===== config.mk =====
export PLATFORM = sky130hd
export DESIGN_NAME = spike_response_neuron
export DESIGN_NICKNAME = d
export VERILOG_FILES = /design/src/hw/rtl/srn_pkg.sv /design/src/hw/rtl/spike_response_neuron.sv /design/src/hw/rtl/srn_datapath.sv /design/src/hw/rtl/srn_control.sv
export VERILOG_INCLUDE_DIRS = /design/src /design/src/hw/rtl
export SDC_FILE = /design/constraint.sdc
export NUM_CORES = 2
export LEC_CHECK = 0
export ABC_AREA = 0
export BUFFER_PORTS_ARGS = -buffer_cell sky130_fd_sc_hd__buf_2
export CAP_MARGIN = 10
export CORE_UTILIZATION = 40
export CTS_CLUSTER_SIZE = 28
export DETAILED_ROUTE_END_ITERATION = 8
export PLACE_DENSITY = 0.54
export SETUP_SLACK_MARGIN = 0.5
export SLEW_MARGIN = 20
export SYNTH_ARGS = -nofsm -noshare
export SYNTH_HDL_FRONTEND = slang
export SYNTH_HIERARCHICAL = 1
export SYNTH_SLANG_ARGS = --single-unit

===== constraint.sdc =====
create_clock -name clk -period 28 [get_ports clk]
set_clock_uncertainty 0.1 [all_clocks]
set_input_delay 4.2 -clock clk [delete_from_list [all_inputs] [get_ports clk]]
set_output_delay 4.2 -clock clk [all_outputs]
set_load 0.02 [all_outputs]

===== src/hw/rtl/assert_macros.svh =====
// Assertion helpers shared by the RTL.
`ifndef ASSERT_MACROS_SVH
`define ASSERT_MACROS_SVH
// Implication checked on every clock edge outside reset.
`define ASSERT_IMPL(label, clk, rst, cond) \
  label: assert property (@(posedge clk) disable iff (rst) cond) \
    else $error("assertion failed");
// Condition that must hold in the cycle after a trigger, outside reset.
`define ASSERT_NEXT(label, clk, rst, trig, cond) \
  label: assert property (@(posedge clk) disable iff (rst) (trig) |=> (cond)) \
    else $error("assertion failed");
`endif


===== src/hw/rtl/srn_pkg.sv =====
package srn_pkg;
  localparam int NInputsDef    = 16;
  localparam int NLateralDef   = 16;
  localparam int MaxKernelsDef = 32;

  typedef enum logic [2:0] {
    REG_KAPPA = 3'd0, REG_DECAY = 3'd1, REG_MINAMP = 3'd2, REG_REST = 3'd3,
    REG_THRESH = 3'd4, REG_REFR = 3'd5, REG_OWN = 3'd6, REG_DIS = 3'd7
  } reg_idx_t;

  localparam logic CMD_TICK  = 1'b0;
  localparam logic CMD_WEIGHT = 1'b1;

  // Controller to datapath commands.
  typedef struct packed {
    logic clear_sum;   // start of a tick
    logic ins_req;     // insert one kernel from the current source
    logic scan_step;   // decay and accumulate the slot under the pointer
    logic fire_clear;  // drop all kernels
  } srn_cmd_t;

  // Datapath to controller status.
  typedef struct packed {
    logic ins_full;
  } srn_sts_t;

  function automatic logic signed [15:0] sat16(input logic signed [39:0] v);
    if (v > 40'sd32767) return 16'sh7FFF;
    if (v < -40'sd32768) return 16'sh8000;
    return v[15:0];
  endfunction
endpackage


===== src/hw/rtl/spike_response_neuron.sv =====
// One spiking neuron, one time tick per input beat. A tick first offers each
// input and lateral channel to the kernel store, then makes the decay-and-sum
// walk over the store (one slot per cycle through a single multiplier), then
// tests firing and registers the result. Weight writes and ignored refractory
// ticks skip the offer, the walk and the firing test. A result waits in an
// output register until it is taken; the next input beat is accepted once
// the result register is free.
`include "assert_macros.svh"
module spike_response_neuron import srn_pkg::*; #(
  parameter int NUM_SYN     = NInputsDef,
  parameter int NUM_LAT     = NLateralDef,
  parameter int MAX_KERNELS = MaxKernelsDef
) (
  input  logic               clk,
  input  logic               rst,
  input  logic               cfg_valid,
  output logic               cfg_ready,
  input  logic [2:0]         cfg_index,
  input  logic [23:0]        cfg_data,
  input  logic               in_valid,
  output logic               in_stall,
  input  logic               cmd,
  input  logic [15:0]        input_spikes,
  input  logic [15:0]        lateral_spikes,
  input  logic [3:0]         weight_index,
  input  logic signed [15:0] weight_value,
  output logic               out_valid,
  input  logic               out_stall,
  output logic               spike,
  output logic               refractory,
  output logic signed [23:0] potential,
  output logic [5:0]         kernel_count,
  output logic               dropped
);
  localparam int AW = $clog2(MAX_KERNELS);
  localparam int CW = $clog2(MAX_KERNELS + 1);
  localparam int LW = (NUM_LAT > 1) ? $clog2(NUM_LAT) : 1;

  logic [15:0] kappa_zero, decay_factor, min_amplitude;
  logic signed [23:0] rest_potential;
  logic [22:0] threshold;
  logic [7:0]  refractory_ticks;
  logic [3:0]  own_index;
  logic        disabled;

  logic [15:0] item_ispk, item_lspk;
  logic signed [15:0] lat_w [NUM_LAT];
  logic signed [15:0] lat_w_sel;
  logic signed [15:0] new_amp;
  logic signed [31:0] lat_prod;
  logic signed [33:0] pot;
  logic        in_go, busy, done, active, drop_f, spiked, in_refr, fire_now;
  logic [4:0]  src;
  logic [AW-1:0] ptr;
  logic signed [31:0] sum;
  logic [CW-1:0] live_cnt;
  srn_cmd_t    dp_cmd;
  srn_sts_t    dp_sts;

  assign cfg_ready = 1'b1;

  always_ff @(posedge clk) begin
    if (rst) begin
      kappa_zero       <= 16'd4096;
      decay_factor     <= 16'd59299;
      min_amplitude    <= 16'd41;
      rest_potential   <= '0;
      threshold        <= 23'd8192;
      refractory_ticks <= 8'd5;
      own_index        <= '0;
      disabled         <= 1'b0;
    end else if (cfg_valid && cfg_ready) begin
      case (reg_idx_t'(cfg_index))
        REG_KAPPA:  kappa_zero       <= cfg_data[15:0];
        REG_DECAY:  decay_factor     <= cfg_data[15:0];
        REG_MINAMP: min_amplitude    <= cfg_data[15:0];
        REG_REST:   rest_potential   <= cfg_data;
        REG_THRESH: threshold        <= cfg_data[22:0];
        REG_REFR:   refractory_ticks <= cfg_data[7:0];
        REG_OWN:    own_index        <= cfg_data[3:0];
        REG_DIS:    disabled         <= cfg_data[0];
        default: ;
      endcase
    end
  end

  // The cycle in which the result register loads also holds off the input.
  assign in_stall = busy || done || out_valid;
  assign in_go    = in_valid && !in_stall;

  always_ff @(posedge clk) begin
    if (in_go) begin
      item_ispk <= input_spikes;
      item_lspk <= lateral_spikes;
    end
  end

  always_ff @(posedge clk) begin
    if (rst) begin
      for (int m = 0; m < NUM_LAT; m++) lat_w[m] <= '0;
    end else if (in_go && cmd == CMD_WEIGHT && 32'(weight_index) < NUM_LAT) begin
      lat_w[LW'(weight_index)] <= weight_value;
    end
  end

  assign lat_w_sel = (32'(src[3:0]) < NUM_LAT) ? lat_w[LW'(src[3:0])] : 16'sd0;
  assign lat_prod  = $signed({16'd0, kappa_zero}) * 32'(lat_w_sel) + 32'sd8192;
  assign new_amp   = src[4] ? sat16(40'(lat_prod >>> 14))
                            : (kappa_zero[15] ? 16'sh7FFF : $signed(kappa_zero));

  assign pot      = 34'(sum) + 34'(rest_potential);
  assign fire_now = active && !disabled && (pot >= $signed({11'd0, threshold}));

  srn_control #(
    .NUM_SYN(NUM_SYN), .NUM_LAT(NUM_LAT), .MAX_KERNELS(MAX_KERNELS)
  ) u_ctrl (
    .clk, .rst, .in_go, .item_cmd(cmd),
    .item_ispk, .item_lspk, .own_index, .refractory_ticks, .fire_now,
    .sts(dp_sts), .cmd_out(dp_cmd), .ptr, .src, .busy, .done, .active,
    .dropped(drop_f), .spiked, .in_refr
  );

  srn_datapath #(.MAX_KERNELS(MAX_KERNELS)) u_dp (
    .clk, .rst, .cmd_in(dp_cmd), .ptr, .new_amp, .decay_factor, .min_amplitude,
    .sts(dp_sts), .sum, .live_cnt
  );

  always_ff @(posedge clk) begin
    if (rst) out_valid <= 1'b0;
    else if (done) out_valid <= 1'b1;
    else if (!out_stall) out_valid <= 1'b0;
  end

  always_ff @(posedge clk) begin
    if (done) begin
      spike        <= spiked;
      refractory   <= in_refr;
      dropped      <= drop_f;
      kernel_count <= 6'(live_cnt);
      if (!active) potential <= '0;
      else if (pot > 34'sd8388607) potential <= 24'sh7FFFFF;
      else if (pot < -34'sd8388608) potential <= 24'sh800000;
      else potential <= pot[23:0];
    end
  end

  `ASSERT_IMPL(a_no_accept_busy, clk, rst, busy |-> in_stall)
  `ASSERT_IMPL(a_spike_refr, clk, rst, (out_valid && spike) |-> refractory)
  `ASSERT_IMPL(a_spike_clears, clk, rst, (out_valid && spike) |-> (kernel_count == 6'd0))
  `ASSERT_NEXT(a_done_idle, clk, rst, done, out_valid)
endmodule


===== src/hw/rtl/srn_datapath.sv =====
module srn_datapath import srn_pkg::*; #(
  parameter int MAX_KERNELS = MaxKernelsDef
) (
  input  logic                          clk,
  input  logic                          rst,
  input  srn_cmd_t                      cmd_in,
  input  logic [$clog2(MAX_KERNELS)-1:0] ptr,
  input  logic signed [15:0]            new_amp,
  input  logic [15:0]                   decay_factor,
  input  logic [15:0]                   min_amplitude,
  output srn_sts_t                      sts,
  output logic signed [31:0]            sum,
  output logic [$clog2(MAX_KERNELS+1)-1:0] live_cnt
);
  localparam int AW = $clog2(MAX_KERNELS);
  localparam int CW = $clog2(MAX_KERNELS + 1);

  logic signed [15:0] amp [MAX_KERNELS];
  logic [MAX_KERNELS-1:0] live;
  logic [AW-1:0] free_idx;
  logic          free_any;
  logic signed [33:0] prod;
  logic signed [15:0] dec;
  logic [15:0]        mag;
  logic               keep;

  always_comb begin
    free_idx = '0;
    free_any = 1'b0;
    for (int k = MAX_KERNELS - 1; k >= 0; k--) begin
      if (!live[k]) begin
        free_idx = AW'(k);
        free_any = 1'b1;
      end
    end
  end

  assign sts.ins_full = !free_any;
  // Round to nearest with ties up: add half then arithmetic shift.
  assign prod = (34'(amp[ptr]) * $signed({18'd0, decay_factor})) + 34'sd32768;
  assign dec  = sat16(40'(prod >>> 16));
  assign mag  = dec[15] ? 16'(-dec) : dec;
  assign keep = mag >= min_amplitude;

  always_ff @(posedge clk) begin
    if (cmd_in.ins_req && free_any) amp[free_idx] <= new_amp;
    else if (cmd_in.scan_step && live[ptr]) amp[ptr] <= dec;
  end

  always_ff @(posedge clk) begin
    if (rst) begin
      live     <= '0;
      live_cnt <= '0;
      sum      <= '0;
    end else begin
      if (cmd_in.clear_sum) sum <= '0;
      if (cmd_in.fire_clear) begin
        live     <= '0;
        live_cnt <= '0;
      end else if (cmd_in.ins_req && free_any) begin
        live[free_idx] <= 1'b1;
        live_cnt       <= live_cnt + CW'(1);
      end else if (cmd_in.scan_step && live[ptr]) begin
        if (keep) sum <= sum + 32'(dec);
        else begin
          live[ptr] <= 1'b0;
          live_cnt  <= live_cnt - CW'(1);
        end
      end
    end
  end
endmodule


===== src/hw/rtl/srn_control.sv =====
module srn_control import srn_pkg::*; #(
  parameter int NUM_SYN     = NInputsDef,
  parameter int NUM_LAT     = NLateralDef,
  parameter int MAX_KERNELS = MaxKernelsDef
) (
  input  logic        clk,
  input  logic        rst,
  input  logic        in_go,
  input  logic        item_cmd,
  input  logic [15:0] item_ispk,
  input  logic [15:0] item_lspk,
  input  logic [3:0]  own_index,
  input  logic [7:0]  refractory_ticks,
  input  logic        fire_now,
  input  srn_sts_t    sts,
  output srn_cmd_t    cmd_out,
  output logic [$clog2(MAX_KERNELS)-1:0] ptr,
  output logic [4:0]  src,
  output logic        busy,
  output logic        done,
  output logic        active,
  output logic        dropped,
  output logic        spiked,
  output logic        in_refr
);
  localparam int AW = $clog2(MAX_KERNELS);
  localparam int NI = (NUM_SYN < 16) ? NUM_SYN : 16;
  localparam int NL = (NUM_LAT < 16) ? NUM_LAT : 16;

  typedef enum logic [2:0] {S_IDLE, S_INS, S_SCAN, S_FIRE, S_DONE} state_t;
  state_t state;
  logic [7:0] refr_cnt;
  logic [7:0] refr_cnt_next;
  logic       src_on;

  // Sources 0..15 are input synapses, 16..31 lateral neurons.
  always_comb begin
    src_on = 1'b0;
    if (!src[4]) src_on = (32'(src[3:0]) < NI) && item_ispk[src[3:0]];
    else src_on = (32'(src[3:0]) < NL) && item_lspk[src[3:0]] && (src[3:0] != own_index);
  end

  assign refr_cnt_next = refr_cnt + 8'd1;

  always_comb begin
    cmd_out = '0;
    cmd_out.ins_req   = (state == S_INS) && src_on;
    cmd_out.scan_step = (state == S_SCAN);
    cmd_out.fire_clear = (state == S_FIRE) && fire_now;
    cmd_out.clear_sum = in_go;
  end

  assign busy = (state != S_IDLE);

  always_ff @(posedge clk) begin
    if (rst) begin
      state    <= S_IDLE;
      refr_cnt <= '0;
      in_refr  <= 1'b0;
      ptr      <= '0;
      src      <= '0;
      done     <= 1'b0;
      active   <= 1'b0;
      dropped  <= 1'b0;
      spiked   <= 1'b0;
    end else begin
      done <= (state == S_DONE);
      case (state)
        S_IDLE: begin
          if (in_go) begin
            dropped <= 1'b0;
            spiked  <= 1'b0;
            src     <= '0;
            ptr     <= '0;
            if (item_cmd == CMD_WEIGHT) begin
              active <= 1'b0;
              state  <= S_DONE;
            end else if (in_refr) begin
              if (refr_cnt_next == refractory_ticks) begin
                in_refr  <= 1'b0;
                refr_cnt <= '0;
                active   <= 1'b1;
                state    <= S_INS;
              end else begin
                refr_cnt <= refr_cnt_next;
                active   <= 1'b0;
                state    <= S_DONE;
              end
            end else begin
              active <= 1'b1;
              state  <= S_INS;
            end
          end
        end
        S_INS: begin
          if (src_on && sts.ins_full) dropped <= 1'b1;
          src <= src + 5'd1;
          if (src == 5'd31) state <= S_SCAN;
        end
        S_SCAN: begin
          ptr <= ptr + AW'(1);
          if (ptr == AW'(MAX_KERNELS - 1)) state <= S_FIRE;
        end
        S_FIRE: begin
          if (fire_now) begin
            spiked   <= 1'b1;
            in_refr  <= 1'b1;
            refr_cnt <= '0;
          end
          state <= S_DONE;
        end
        S_DONE: begin
          state <= S_IDLE;
        end
        default: state <= S_IDLE;
      endcase
    end
  end
endmodule

==> summary.md <==
| Metric | Value |
|---|---|
| Simple-Gate Fraction of Synth Area | 14.2% |
| FILL cells | 15,100 |
| H-tree Lvls | 3 |
| Largest net degree at the start of global routing | 81 |
| Hold WC Path Type | flip-flop to flip-flop |
| DRC errors left | 0 |
| Syn_area_per_cell | 11.5 um^2 |
| Adder-cell share of the synthesized area | 18.6% |
| Longest Clk Path Bufs | 3 |
| Slew @ Worst Pin | 1.16 ns |
| Area fraction in compound gates after synthesis | 8.23% |
| Post-Synthesis Cells | 5,668 |
| Req. time, crit path | 28.44 ns |
| Pwr Density | 81.5 nW/um^2 |
| DIE WIDTH | 407 um |
| Most common flop cell mapped by yosys | edfxtp_1 |
| # hold bufs at CTS | 0 |
| Synth Register Bits | 1,038 |
| Status | finished clean |
| Total global routing overflow | 0 |
| WL final | 186,000 um |
| Final Cycle Share | 55.1% |
| Hold Vio Cnt, Final | 0 |
| Dpl hpwl | 129,000 um |
| Vias per cell | 5.47 |
| Async set-reset flop share out of synthesis | 0% |
| Layout cells sized above 1 | 12.5% |
| Setup Total Neg Slack | 0 ns |
| I/O Buffers | 119 |
| Final net count | 6,574 |
| CTS sink cnt | 1,038 |
| Max frequency | 64.8 MHz |
| Min Tclk post-route | 15.43 ns |
| First-pass iteration count of the detailed router | 5 |
| Total of max-cap violations | 0 |
| Setup CP Type | flip-flop to flip-flop |
| Worst path most repeated cell | a21o_1 |
| Pins Over Slew Limit | 0 |
| Post-Syn Nets | 6,490 |
| Syn Std Cell Area | 65,500 um^2 |
| Antenna-violating nets left | 0 |
| Global Route Usage Sum | 22.6% |
| Commonest non-fill, non-tap cell in the layout | edfxtp_1 |
| Mux contribution to synthesized area | 7.93% |
| RSZ-0062 raised after global routing | false |
| Register area share after synthesis | 44.5% |
| Area Growth Syn to Fin | 10.7% |
| Startpoint types | flip-flop |
| Number of global-route vias before repair | 44,200 |
| Most frequent cells in the layout | 833 x edfxtp_1, 617 x nand2_1, 585 x inv_1, 527 x and2_1, 390 x fa_1 |
| XOR/XNOR Fraction of Synth Area | 1.58% |
| Reg2reg setup slack | 12.57 ns |
| # IOs | 121 |
| Post-synth EDFFs | 833 |
| Rel. slew slack | 22.3% |
| Final setup fails | 0 |
| Cts repair resizes | 0 |
| Reg clk slew, reported paths | 0.06 ns |
| Worst path bufs/invs | 8 |
| First-pass GRT wire length | 281,000 um |
| Crit-path max FO | 48 |
| Drt wl/cell | 23.2 um |
| Worst setup EP type | flip-flop |
| GP Congestion | 0.910 |
| Post-CTS setup buffer count | 0 |
| Worst path max stage delay | 0.81 ns |
| Total Power | 5.90 mW |
| DIE AREA | 165,000 um^2 |
| Worst IR Drop VDD | 0.158 mV |
| CP Data Arrival Time | 15.88 ns |
| Clock root buffer master | clkbuf_16 |
| Detailed Route Iter0 Violations | 3,663 |
| Initial core utilization | 40.3% |
| Register area | 29,100 um^2 |
| CTS tree | yes |
| Largest family of logic cells by synthesized area | adder cells |
| Area taken by multi-input logic gates | 33,300 um^2 |
| CP delay by family, top | adder cells |
| Core area | 163,000 um^2 |
| Ys Warns | 6 |
| Initial antenna violation count | 8 |
| Cell variety after synth | 108 |
| Via Count | 43,900 |
| Chip height | 407 um |
| CP max-delay cell | dfxtp_4 |
| P_leak | 28.3 nW |
| FP Rows | 148 |
| Num CTS Buffers | 112 |
| Worst-Skew Late Latency | 0.78 ns |
==> area by class of cell <==
cell class | count | area share, %
antenna | 3 | 0.0104
clock buffer | 143 | 4.10
clock inverter | 66 | 0.884
inverter | 586 | 3.04
multi-input combinational | 3775 | 45.9
sequential | 1038 | 40.2
tap | 2175 | 3.76
timing repair buffer | 239 | 2.10
==> power breakdown <==
| part | leakage, nW | total, mW | internal (mW) | switching (mW) |
|---|---|---|---|---|
| Clock | 1.74 | 1.45 | 0.810 | 0.637 |
| Combinational | 17.2 | 2.76 | 1.04 | 1.72 |
| Sequential | 9.40 | 1.70 | 1.68 | 0.0174 |
==> worst min-delay path: stages (launching register included) <==
cell	delay (ns)
dfxtp_1	0.30
nand2_1	0.05
a21oi_1	0.05
==> state kept, by name, indices dropped and copies added, names as in the netlist, 3 cells and up <==
signal,count
u_dp/live,32
u_dp/amp,512
u_dp/live_cnt,6
item_lspk,16
threshold,23
u_ctrl/ptr,5
kappa_zero,16
refractory_ticks,8
lat_w,256
decay_factor,16
min_amplitude,16
potential,24
u_dp/sum,32
u_ctrl/src,5
item_ispk,16
rest_potential,24
own_index,4
kernel_count,6
u_ctrl/refr_cnt,8
u_ctrl/state,3
==> final timing paths <==
kind,start,to,depth (start not counted)
max,u_ctrl/ptr[1],u_dp/live[26],45
min,min_amplitude[10],min_amplitude[10],2
max reg2reg,u_ctrl/ptr[1],u_dp/live[26],45
min reg2reg,min_amplitude[10],min_amplitude[10],2
==> cell families (layout without fill, tap and decap cells) <==
logic type	count (synthesis)	count (layout)
multiplexers	259	259
AO/OA/AOI/OAI	824	824
adder cells (fa/ha/maj)	738	738
AND/OR/NAND/NOR	1835	1835
buffers and inverters	855	1034
XOR/XNOR	118	118
flip-flops	1038	1038
other	1	4
==> metal layers <==
layer	vias to the layer above	GRT usage (%)	wire [um]
li1	20000	-	-
met2	1220	37.5	88700
met4	2	5.53	4120
met1	22400	31.6	83500
met5	-	0	13
met3	208	2.58	9520
==> metrics by stage <==
step / worst slack, ns / area, um^2 / util (%) / instances / hold WS [ns]
2_1_floorplan: 14.85 / 65500 / - / 5668 / 0.301
3_3_place_gp: 12.79 / 68800 / 42.3 / 7812 / 0.342
3_5_place_dp: 12.68 / 68800 / 42.3 / 7812 / 0.348
4_1_cts: 12.63 / 72400 / 44.5 / 8021 / 0.356
5_1_grt: 11.69 / 72400 / 44.6 / 8022 / 0.366
6_report: 12.57 / 72400 / 44.6 / 8025 / 0.356
==> cells in the mapped netlist, drive strengths merged, types with 39 or more instances <==
| cell | n | area share [%] |
|---|---|---|
| or2 | 39 | 0.38 |
| nor3 | 98 | 0.77 |
| nand4 | 51 | 0.49 |
| dfxtp | 205 | 6.3 |
| clkbuf | 216 | 1.2 |
| nand3 | 87 | 0.69 |
| and2 | 529 | 5.1 |
| mux2i | 49 | 0.75 |
| mux4 | 207 | 7.1 |
| nand2 | 618 | 3.5 |
| a22oi | 72 | 0.84 |
| o211ai | 47 | 0.56 |
| edfxtp | 833 | 38 |
| fa | 390 | 12 |
| a21o | 68 | 0.78 |
| buf | 53 | 0.40 |
| o21ai | 143 | 1.1 |
| nor2 | 235 | 1.3 |
| a21oi | 272 | 2.1 |
| ha | 347 | 6.6 |
| xnor2 | 81 | 1.1 |
| inv | 586 | 3.4 |
Power figures use the tool's default switching activity.
